--- src/rtl/rrq_pkg.sv ---
// rrq_pkg: shared constants, codes and word types of the round-robin run queue
// used by rrq_core and round_robin_run_queue_unit; no dependencies
package rrq_pkg;

    localparam int NUM_TASKS = 64;
    localparam int ID_W      = $clog2(NUM_TASKS);
    localparam int CNT_W     = $clog2(NUM_TASKS + 1);
    localparam int SLICE_W   = 8;

    localparam logic [SLICE_W-1:0] MAX_SLICE_RST = SLICE_W'(5);

    typedef enum logic [1:0] {
        OP_ENQ  = 2'd0,
        OP_DEQ  = 2'd1,
        OP_PICK = 2'd2,
        OP_TICK = 2'd3
    } opcode_t;

    typedef enum logic [1:0] {
        ST_OK         = 2'd0,
        ST_ALREADY    = 2'd1,
        ST_NOT_QUEUED = 2'd2,
        ST_EMPTY      = 2'd3
    } status_t;

    typedef struct packed {
        opcode_t           opcode;
        logic [ID_W-1:0]   task_id;
    } in_word_t;

    typedef struct packed {
        status_t            status;
        logic [ID_W-1:0]    head_id;
        logic               resched_req;
        logic [CNT_W-1:0]   queue_count;
        logic [SLICE_W-1:0] slice_left;
    } out_word_t;

    typedef struct packed {
        logic            we;
        logic [ID_W-1:0] addr;
        logic [ID_W-1:0] data;
    } link_wr_t;

    typedef struct packed {
        logic               we;
        logic [ID_W-1:0]    addr;
        logic [SLICE_W-1:0] data;
    } slice_wr_t;

endpackage

--- src/rtl/round_robin_run_queue_unit.sv ---
// round_robin_run_queue_unit: top level of the round-robin run queue
// depends on rrq_pkg, rrq_ram and rrq_core
//
//  channel  | ports                         | direction | word
//  ---------+-------------------------------+-----------+------------------------
//  input    | s_valid s_ready s_data        | in        | opcode, task_id
//  result   | m_valid m_ready m_data        | out       | status .. slice_left
//  config   | cfg_we cfg_wdata              | in        | max_slice, no wait
//
// one word per cycle if m_ready is high; a result is registered as its word retires
// memories are read as a word is taken and written as it retires, with write bypass
// synchronous active-low reset empties the queue and sets max_slice to 5
// no clearing pass after reset; slice entries carry valid bits
// s_ready drops while the input register holds a word and the result register holds
// one that is not being taken
module round_robin_run_queue_unit (
    input  logic                        aclk,
    input  logic                        aresetn,
    input  logic                        cfg_we,
    input  logic [rrq_pkg::SLICE_W-1:0] cfg_wdata,
    input  logic                        s_valid,
    output logic                        s_ready,
    input  rrq_pkg::in_word_t           s_data,
    output logic                        m_valid,
    input  logic                        m_ready,
    output rrq_pkg::out_word_t          m_data
);

    logic [rrq_pkg::SLICE_W-1:0] max_slice_reg;
    logic                        a_vld_reg;
    rrq_pkg::in_word_t           a_item_reg;
    logic                        m_valid_reg;
    rrq_pkg::out_word_t          m_data_reg;

    logic                        s_accept, fire;
    logic [rrq_pkg::ID_W-1:0]    head_next, slice_raddr;
    logic [rrq_pkg::ID_W-1:0]    next_rd, prev_rd;
    logic [rrq_pkg::SLICE_W-1:0] slice_raw;
    rrq_pkg::out_word_t          result;
    rrq_pkg::link_wr_t           next_wr, prev_wr;
    rrq_pkg::slice_wr_t          slice_wr;

    // word in the input register retires when the result register is free
    assign fire     = a_vld_reg && (!m_valid_reg || m_ready);
    assign s_ready  = !a_vld_reg || fire;
    assign s_accept = s_valid && s_ready;

    // pick reads the slice of the head as it stands after the retiring word
    assign slice_raddr = (s_data.opcode == rrq_pkg::OP_PICK) ? head_next : s_data.task_id;

    always_ff @(posedge aclk) begin
        if (!aresetn) begin
            max_slice_reg <= rrq_pkg::MAX_SLICE_RST;
        end else if (cfg_we) begin
            max_slice_reg <= cfg_wdata;
        end
    end

    always_ff @(posedge aclk) begin
        if (!aresetn) begin
            a_vld_reg <= 1'b0;
        end else if (s_accept) begin
            a_vld_reg <= 1'b1;
        end else if (fire) begin
            a_vld_reg <= 1'b0;
        end
    end

    always_ff @(posedge aclk) begin
        if (s_accept) begin
            a_item_reg <= s_data;
        end
    end

    // result register
    always_ff @(posedge aclk) begin
        if (!aresetn) begin
            m_valid_reg <= 1'b0;
        end else if (fire) begin
            m_valid_reg <= 1'b1;
        end else if (m_ready) begin
            m_valid_reg <= 1'b0;
        end
    end

    always_ff @(posedge aclk) begin
        if (fire) begin
            m_data_reg <= result;
        end
    end

    assign m_valid = m_valid_reg;
    assign m_data  = m_data_reg;

    // next links by task id
    rrq_ram #(
        .WIDTH (rrq_pkg::ID_W),
        .DEPTH (rrq_pkg::NUM_TASKS)
    ) u_next_ram (
        .aclk  (aclk),
        .we    (next_wr.we),
        .waddr (next_wr.addr),
        .wdata (next_wr.data),
        .re    (s_accept),
        .raddr (s_data.task_id),
        .rdata (next_rd)
    );

    // prev links by task id
    rrq_ram #(
        .WIDTH (rrq_pkg::ID_W),
        .DEPTH (rrq_pkg::NUM_TASKS)
    ) u_prev_ram (
        .aclk  (aclk),
        .we    (prev_wr.we),
        .waddr (prev_wr.addr),
        .wdata (prev_wr.data),
        .re    (s_accept),
        .raddr (s_data.task_id),
        .rdata (prev_rd)
    );

    // remaining slice by task id
    rrq_ram #(
        .WIDTH (rrq_pkg::SLICE_W),
        .DEPTH (rrq_pkg::NUM_TASKS)
    ) u_slice_ram (
        .aclk  (aclk),
        .we    (slice_wr.we),
        .waddr (slice_wr.addr),
        .wdata (slice_wr.data),
        .re    (s_accept),
        .raddr (slice_raddr),
        .rdata (slice_raw)
    );

    rrq_core u_core (
        .aclk      (aclk),
        .aresetn   (aresetn),
        .fire      (fire),
        .item      (a_item_reg),
        .max_slice (max_slice_reg),
        .next_rd   (next_rd),
        .prev_rd   (prev_rd),
        .slice_raw (slice_raw),
        .result    (result),
        .head_next (head_next),
        .next_wr   (next_wr),
        .prev_wr   (prev_wr),
        .slice_wr  (slice_wr)
    );

endmodule

--- src/rtl/rrq_ram.sv ---
// rrq_ram: one-write one-read memory with registered read data and write bypass
// no package dependencies
module rrq_ram #(
    parameter int WIDTH = 6,
    parameter int DEPTH = 64
) (
    input  logic                     aclk,
    input  logic                     we,
    input  logic [$clog2(DEPTH)-1:0] waddr,
    input  logic [WIDTH-1:0]         wdata,
    input  logic                     re,
    input  logic [$clog2(DEPTH)-1:0] raddr,
    output logic [WIDTH-1:0]         rdata
);

    logic [WIDTH-1:0] mem [DEPTH];
    logic [WIDTH-1:0] rdata_reg;

    always_ff @(posedge aclk) begin
        if (we) begin
            mem[waddr] <= wdata;
        end
    end

    // a read in the same cycle as a write to that entry sees the new data
    always_ff @(posedge aclk) begin
        if (re) begin
            if (we && (waddr == raddr)) begin
                rdata_reg <= wdata;
            end else begin
                rdata_reg <= mem[raddr];
            end
        end
    end

    assign rdata = rdata_reg;

endmodule

--- src/rtl/rrq_core.sv ---
// rrq_core: queue control state and the single-pass operation logic
// depends on rrq_pkg; link and slice storage lives in rrq_ram instances above it
module rrq_core (
    input  logic                         aclk,
    input  logic                         aresetn,
    input  logic                         fire,
    input  rrq_pkg::in_word_t            item,
    input  logic [rrq_pkg::SLICE_W-1:0]  max_slice,
    input  logic [rrq_pkg::ID_W-1:0]     next_rd,
    input  logic [rrq_pkg::ID_W-1:0]     prev_rd,
    input  logic [rrq_pkg::SLICE_W-1:0]  slice_raw,
    output rrq_pkg::out_word_t           result,
    output logic [rrq_pkg::ID_W-1:0]     head_next,
    output rrq_pkg::link_wr_t            next_wr,
    output rrq_pkg::link_wr_t            prev_wr,
    output rrq_pkg::slice_wr_t           slice_wr
);

    localparam logic [rrq_pkg::SLICE_W-1:0] SLICE_ONE = rrq_pkg::SLICE_W'(1);
    localparam logic [rrq_pkg::CNT_W-1:0]   CNT_ONE   = rrq_pkg::CNT_W'(1);

    logic [rrq_pkg::ID_W-1:0]      head_reg, tail_reg, head_c, tail_next;
    logic [rrq_pkg::CNT_W-1:0]     count_reg, count_next;
    logic [rrq_pkg::NUM_TASKS-1:0] queued_reg, queued_next;
    logic [rrq_pkg::NUM_TASKS-1:0] valid_reg, valid_next;

    logic [rrq_pkg::ID_W-1:0]    id, slice_addr;
    logic [rrq_pkg::SLICE_W-1:0] slice_rd, new_slice, tick_slice;
    logic                        is_queued, is_head, is_tail;
    rrq_pkg::link_wr_t           next_c, prev_c;
    rrq_pkg::slice_wr_t          slice_c;

    assign id         = item.task_id;
    assign slice_addr = (item.opcode == rrq_pkg::OP_PICK) ? head_reg : id;
    // slice entries never written read as zero
    assign slice_rd   = valid_reg[slice_addr] ? slice_raw : '0;
    assign is_queued  = queued_reg[id];
    assign is_head    = (id == head_reg);
    assign is_tail    = (id == tail_reg);
    assign new_slice  = ((slice_rd == '0) || (slice_rd > max_slice)) ? max_slice : slice_rd;
    assign tick_slice = (slice_rd != '0) ? slice_rd - SLICE_ONE : '0;

    always_comb begin
        head_c      = head_reg;
        tail_next   = tail_reg;
        count_next  = count_reg;
        queued_next = queued_reg;
        valid_next  = valid_reg;
        next_c      = '{we: 1'b0, addr: id, data: '0};
        prev_c      = '{we: 1'b0, addr: id, data: '0};
        slice_c     = '{we: 1'b0, addr: id, data: '0};
        result.status       = rrq_pkg::ST_OK;
        result.head_id      = '0;
        result.resched_req  = 1'b0;
        result.slice_left   = slice_rd;
        unique case (item.opcode)
            rrq_pkg::OP_ENQ: begin
                if (is_queued) begin
                    result.status = rrq_pkg::ST_ALREADY;
                end else begin
                    if (count_reg == '0) begin
                        head_c = id;
                    end else begin
                        next_c = '{we: 1'b1, addr: tail_reg, data: id};
                        prev_c = '{we: 1'b1, addr: id, data: tail_reg};
                    end
                    tail_next       = id;
                    queued_next[id] = 1'b1;
                    valid_next[id]  = 1'b1;
                    slice_c         = '{we: 1'b1, addr: id, data: new_slice};
                    count_next      = count_reg + CNT_ONE;
                    result.slice_left = new_slice;
                end
            end
            rrq_pkg::OP_DEQ: begin
                if (!is_queued) begin
                    result.status = rrq_pkg::ST_NOT_QUEUED;
                end else begin
                    if (is_head && is_tail) begin
                        head_c    = '0;
                        tail_next = '0;
                    end else if (is_head) begin
                        head_c = next_rd;
                    end else if (is_tail) begin
                        tail_next = prev_rd;
                    end
                    // middle entry: splice neighbors together
                    if (!is_head && !is_tail) begin
                        next_c = '{we: 1'b1, addr: prev_rd, data: next_rd};
                        prev_c = '{we: 1'b1, addr: next_rd, data: prev_rd};
                    end
                    queued_next[id] = 1'b0;
                    if (count_reg != '0) begin
                        count_next = count_reg - CNT_ONE;
                    end
                end
            end
            rrq_pkg::OP_PICK: begin
                if (count_reg == '0) begin
                    result.status     = rrq_pkg::ST_EMPTY;
                    result.slice_left = '0;
                end else begin
                    result.head_id = head_reg;
                end
            end
            rrq_pkg::OP_TICK: begin
                slice_c             = '{we: 1'b1, addr: id, data: tick_slice};
                valid_next[id]      = 1'b1;
                result.resched_req  = (tick_slice == '0);
                result.slice_left   = tick_slice;
            end
            default: begin
            end
        endcase
        result.queue_count = count_next;
    end

    assign head_next = fire ? head_c : head_reg;
    assign next_wr   = '{we: next_c.we & fire, addr: next_c.addr, data: next_c.data};
    assign prev_wr   = '{we: prev_c.we & fire, addr: prev_c.addr, data: prev_c.data};
    assign slice_wr  = '{we: slice_c.we & fire, addr: slice_c.addr, data: slice_c.data};

    always_ff @(posedge aclk) begin
        if (!aresetn) begin
            head_reg   <= '0;
            tail_reg   <= '0;
            count_reg  <= '0;
            queued_reg <= '0;
            valid_reg  <= '0;
        end else if (fire) begin
            head_reg   <= head_c;
            tail_reg   <= tail_next;
            count_reg  <= count_next;
            queued_reg <= queued_next;
            valid_reg  <= valid_next;
        end
    end

    a_count_matches_flags: assert property (@(posedge aclk) disable iff (!aresetn)
        $countones(queued_reg) == int'(count_reg))
        else $error("queue count differs from number of queued flags");

    a_count_bound: assert property (@(posedge aclk) disable iff (!aresetn)
        int'(count_reg) <= rrq_pkg::NUM_TASKS)
        else $error("queue count above task count");

    a_empty_ptrs: assert property (@(posedge aclk) disable iff (!aresetn)
        (count_reg == '0) |-> ((head_reg == '0) && (tail_reg == '0)))
        else $error("empty queue with nonzero head or tail");

endmodule
--- config.mk ---
export PLATFORM = sky130hd
export DESIGN_NAME = round_robin_run_queue_unit
export DESIGN_NICKNAME = d
export VERILOG_FILES = /design/src/rtl/rrq_pkg.sv /design/src/rtl/round_robin_run_queue_unit.sv /design/src/rtl/rrq_ram.sv /design/src/rtl/rrq_core.sv
export SDC_FILE = /design/constraint.sdc
export NUM_CORES = 2
export LEC_CHECK = 0
export ABC_AREA = 1
export BUFFER_PORTS_ARGS = -buffer_cell sky130_fd_sc_hd__buf_2
export CAP_MARGIN = 0
export CORE_MARGIN = 4
export CORE_UTILIZATION = 40
export CTS_CLUSTER_SIZE = 14
export DETAILED_ROUTE_END_ITERATION = 10
export PLACE_DENSITY = 0.54
export SKIP_CTS_REPAIR_TIMING = 1
export SLEW_MARGIN = 10
export SYNTH_ARGS = -nofsm -noshare
export SYNTH_HDL_FRONTEND = slang
export SYNTH_HIERARCHICAL = 1
export SYNTH_SLANG_ARGS = --single-unit
--- constraint.sdc ---
create_clock -name aclk -period 6.9 [get_ports aclk]
set_input_delay 1.38 -clock aclk [delete_from_list [all_inputs] [get_ports aclk]]
set_output_delay 1.38 -clock aclk [all_outputs]
set_load 0.02 [all_outputs]
==> run_results.csv <==
group,metric,value,unit
placed_design,dp.cells,8196,
clock_tree,clockBufferDepth,3,
clock_tree,insertion_delay,790,ps
synth,yosysWarnings,6,
timing,setup_tns,0,ps
cells_and_area,syn2layout_area_growth,11.3,%
critical_path,startpoint_type,"register",
synth,ys_seq_elements,1489,
die,pin_count,47,
cells_and_area,largestRegisters,"u_slice_ram/mem: 512 flops, u_next_ram/mem: 384 flops, u_prev_ram/mem: 384 flops",
global_routing,grt_pass1_wl,275,mm
synth,synth_top_area_share,62.0,%
routing,vias,45779,
die,start_util,40.2,%
synth,postSynthAreaPerCell,10.3,µm²
worst_hold_path,holdPathStages,2,
timing,slew_headroom,18.7,%
die,core_area,160000,µm²
placed_design,io_buffers,46,
clock_tree,htree_levels,4,
critical_path,worst_ep_required_time,7300,ps
cells_and_area,ff_latch_area,43100,µm²
global_routing,globalRouteOverflowTotal,0,
clock_tree,cts_buffers,160,
cells_and_area,largest_reg_flops,512,
cells_and_area,drive_gt1_share,7.40,%
timing,clock_skew,34.9,ps
cells_and_area,nNetsFinal,6234,
pwr,finalPower,20.0,mW
timing,fin_crit_sh,91.5,%
placed_design,dp_hpwl,107,mm
die,die_w,410,µm
synth,yosys-top-cells-count,"nand2_1 (2009), nand3_1 (1382), edfxtp_1 (1332), nor2_1 (370), inv_1 (179)",
clock_tree,clkSlewWorstSetupHoldPaths,70,ps
critical_path,end_kind,"register",
critical_path,cp_max_fo,27,
worst_hold_path,hp-class,"register to register",
clock_tree,cts_tree,"done",
placed_design,gp_congestion,0.886,
timing,fin_crit,6310,ps
timing,setup_viol,0,
global_routing,track_usage,21.2,%
routing,routed_wl,182,mm
synth,synthArstFlopShare,0,%
global_routing,grt_pass1_vias,43288,
routing,drc_errors,0,
timing,setup_slack,589,ps
die,rows,147,
clock_tree,root_buffer,"clkbuf_16",
synth,synth.distinct_cells,49,
critical_path,reg2regPathDepth,17,
routing,postRouteAntennaNets,0,
cells_and_area,final_util,44.8,%
job,drv_cap,0,
placed_design,preCtsSetupSlack,736,ps
synth,yosys-top-cells-area,"edfxtp_1 (62%), nand2_1 (12%), nand3_1 (11%)",
timing,slew_violations,0,
die,die_h,410,µm
timing,hold_viol,0,
synth,synth_fp_nets,6289,
routing,firstDrtPassIters,7,
die,die_area,168000,µm²
synth,synth_ff_type,"edfxtp_1",
synth,synthCells,6253,
pwr,ir_drop,0.298,mV
routing,vias_per_cell,5.40,
cells_and_area,multiInputGateArea,18800,µm²
timing,rsz0062_at_grt,"no",
outcome,status,"complete, no violations",
cells_and_area,nFillCells,15085,
synth,synth_area_leader_cell,"edfxtp_1",
synth,synth.most_common_cell,"nand2_1",
global_routing,antenna_found_initial,3,
synth,syn_area,64500,µm²
timing,timing.fmax,0.158,GHz
pwr,p_leak,26.1,nW
critical_path,crit_arrival,6720,ps
clock_tree,numClockSinks,1489,
placed_design,placed_area,66700,µm²
pwr,power_density,279,nW/µm²
cells_and_area,finalNonFillerCells,8484,
cells_and_area,regMostFlops,"u_slice_ram/mem",
timing,worst_pin_slew,1210,ps
critical_path,crit_type,"register to register",
cells_and_area,finish.instance_area,71800,µm²
routing,routedWlPerCell,21.5,µm
timing,whs,450,ps
global_routing,grt_max_degree,215,
routing,drt_iter0_markers,4576,
synth,synth_edf_count,1332,
synth,yosysSeqAreaShare,66.8,%
[metal layers]
metal	part of all wire (%)	vias to the layer above	track usage, %
li1	-	21567	-
met1	44	22288	30.2
met2	46	1653	33.8
met3	7.1	271	3.60
met4	2.2	0	5.41
met5	0	-	0
[final cells by class]
cell class | instances | share of cell area (%)
Sequential cell | 1489 | 60.0
Multi-Input combinational cell | 4176 | 26.2
Clock buffer | 191 | 5.88
Tap cell | 2160 | 3.76
Timing Repair Buffer | 162 | 1.75
Clock inverter | 96 | 1.27
Inverter | 209 | 1.13
Antenna cell | 1 | 0.00348
[cells by family (layout without fill, tap and decap cells)]
kind of cell,count (synthesis),count (layout),share of synthesized area (%)
flops,1489,1489,66.8
xor+xnor,14,14,0.190
buf+inv,588,658,4.49
fa+ha+maj,15,15,0.291
other cells,0,1,0
compound gates,274,274,2.43
simple gates,3873,3873,25.8
[report_power, final]
part           leakage (nW)  switching (mW)  internal [mW]
Clock                  2.50            3.53           4.89
Combinational          9.78            1.26          0.396
Sequential             13.8          0.0381           9.91
[worst max-delay path, cell delays in order (launching register included)]
cell and delay (ps):
edfxtp_1 390, inv_2 290, nand3_1 590, buf_4 360
o2bb2ai_1 120, o31ai_1 100, o21ai_1 120, nor2_2 90
nand2_2 440, nor2_2 70, nand2_1 320, buf_4 360
o21ai_4 80, inv_1 50, nand4_1 470, clkinv_1 360
nand4_1 860, nor2_1 810
[final timing paths]
kind	from	endpoint	slack (ps)
setup / recovery	a_item_reg[1]$_DFFE_PP_	u_next_ram/mem[29][2]$_DFFE_PP_	590
setup reg to reg	a_item_reg[1]$_DFFE_PP_	u_next_ram/mem[29][2]$_DFFE_PP_	590
hold reg to reg	u_core/valid_reg[0]$_SDFFE_PN0P_	u_core/valid_reg[0]$_SDFFE_PN0P_	450
hold / removal	u_core/valid_reg[0]$_SDFFE_PN0P_	u_core/valid_reg[0]$_SDFFE_PN0P_	450
[cell usage in the layout, fill, tap and decap left out, types with 12 or more instances in the layout]
master,Yosys,final
a21oi_1,157,147
buf_2,173,43
buf_4,37,106
bufinv_16,0,14
clkbuf_1,88,25
clkbuf_16,0,164
clkinv_1,10,50
clkinv_2,0,27
dfxtp_1,157,157
edfxtp_1,1332,1332
ha_1,15,14
inv_1,179,177
inv_2,18,16
nand2_1,2009,2006
nand3_1,1382,1382
nand4_1,40,40
nor2_1,370,369
nor3_1,12,12
nor4_1,29,27
o211ai_1,17,17
o21ai_0,50,40
o21ai_4,1,12
Power figures use the tool's default switching activity.
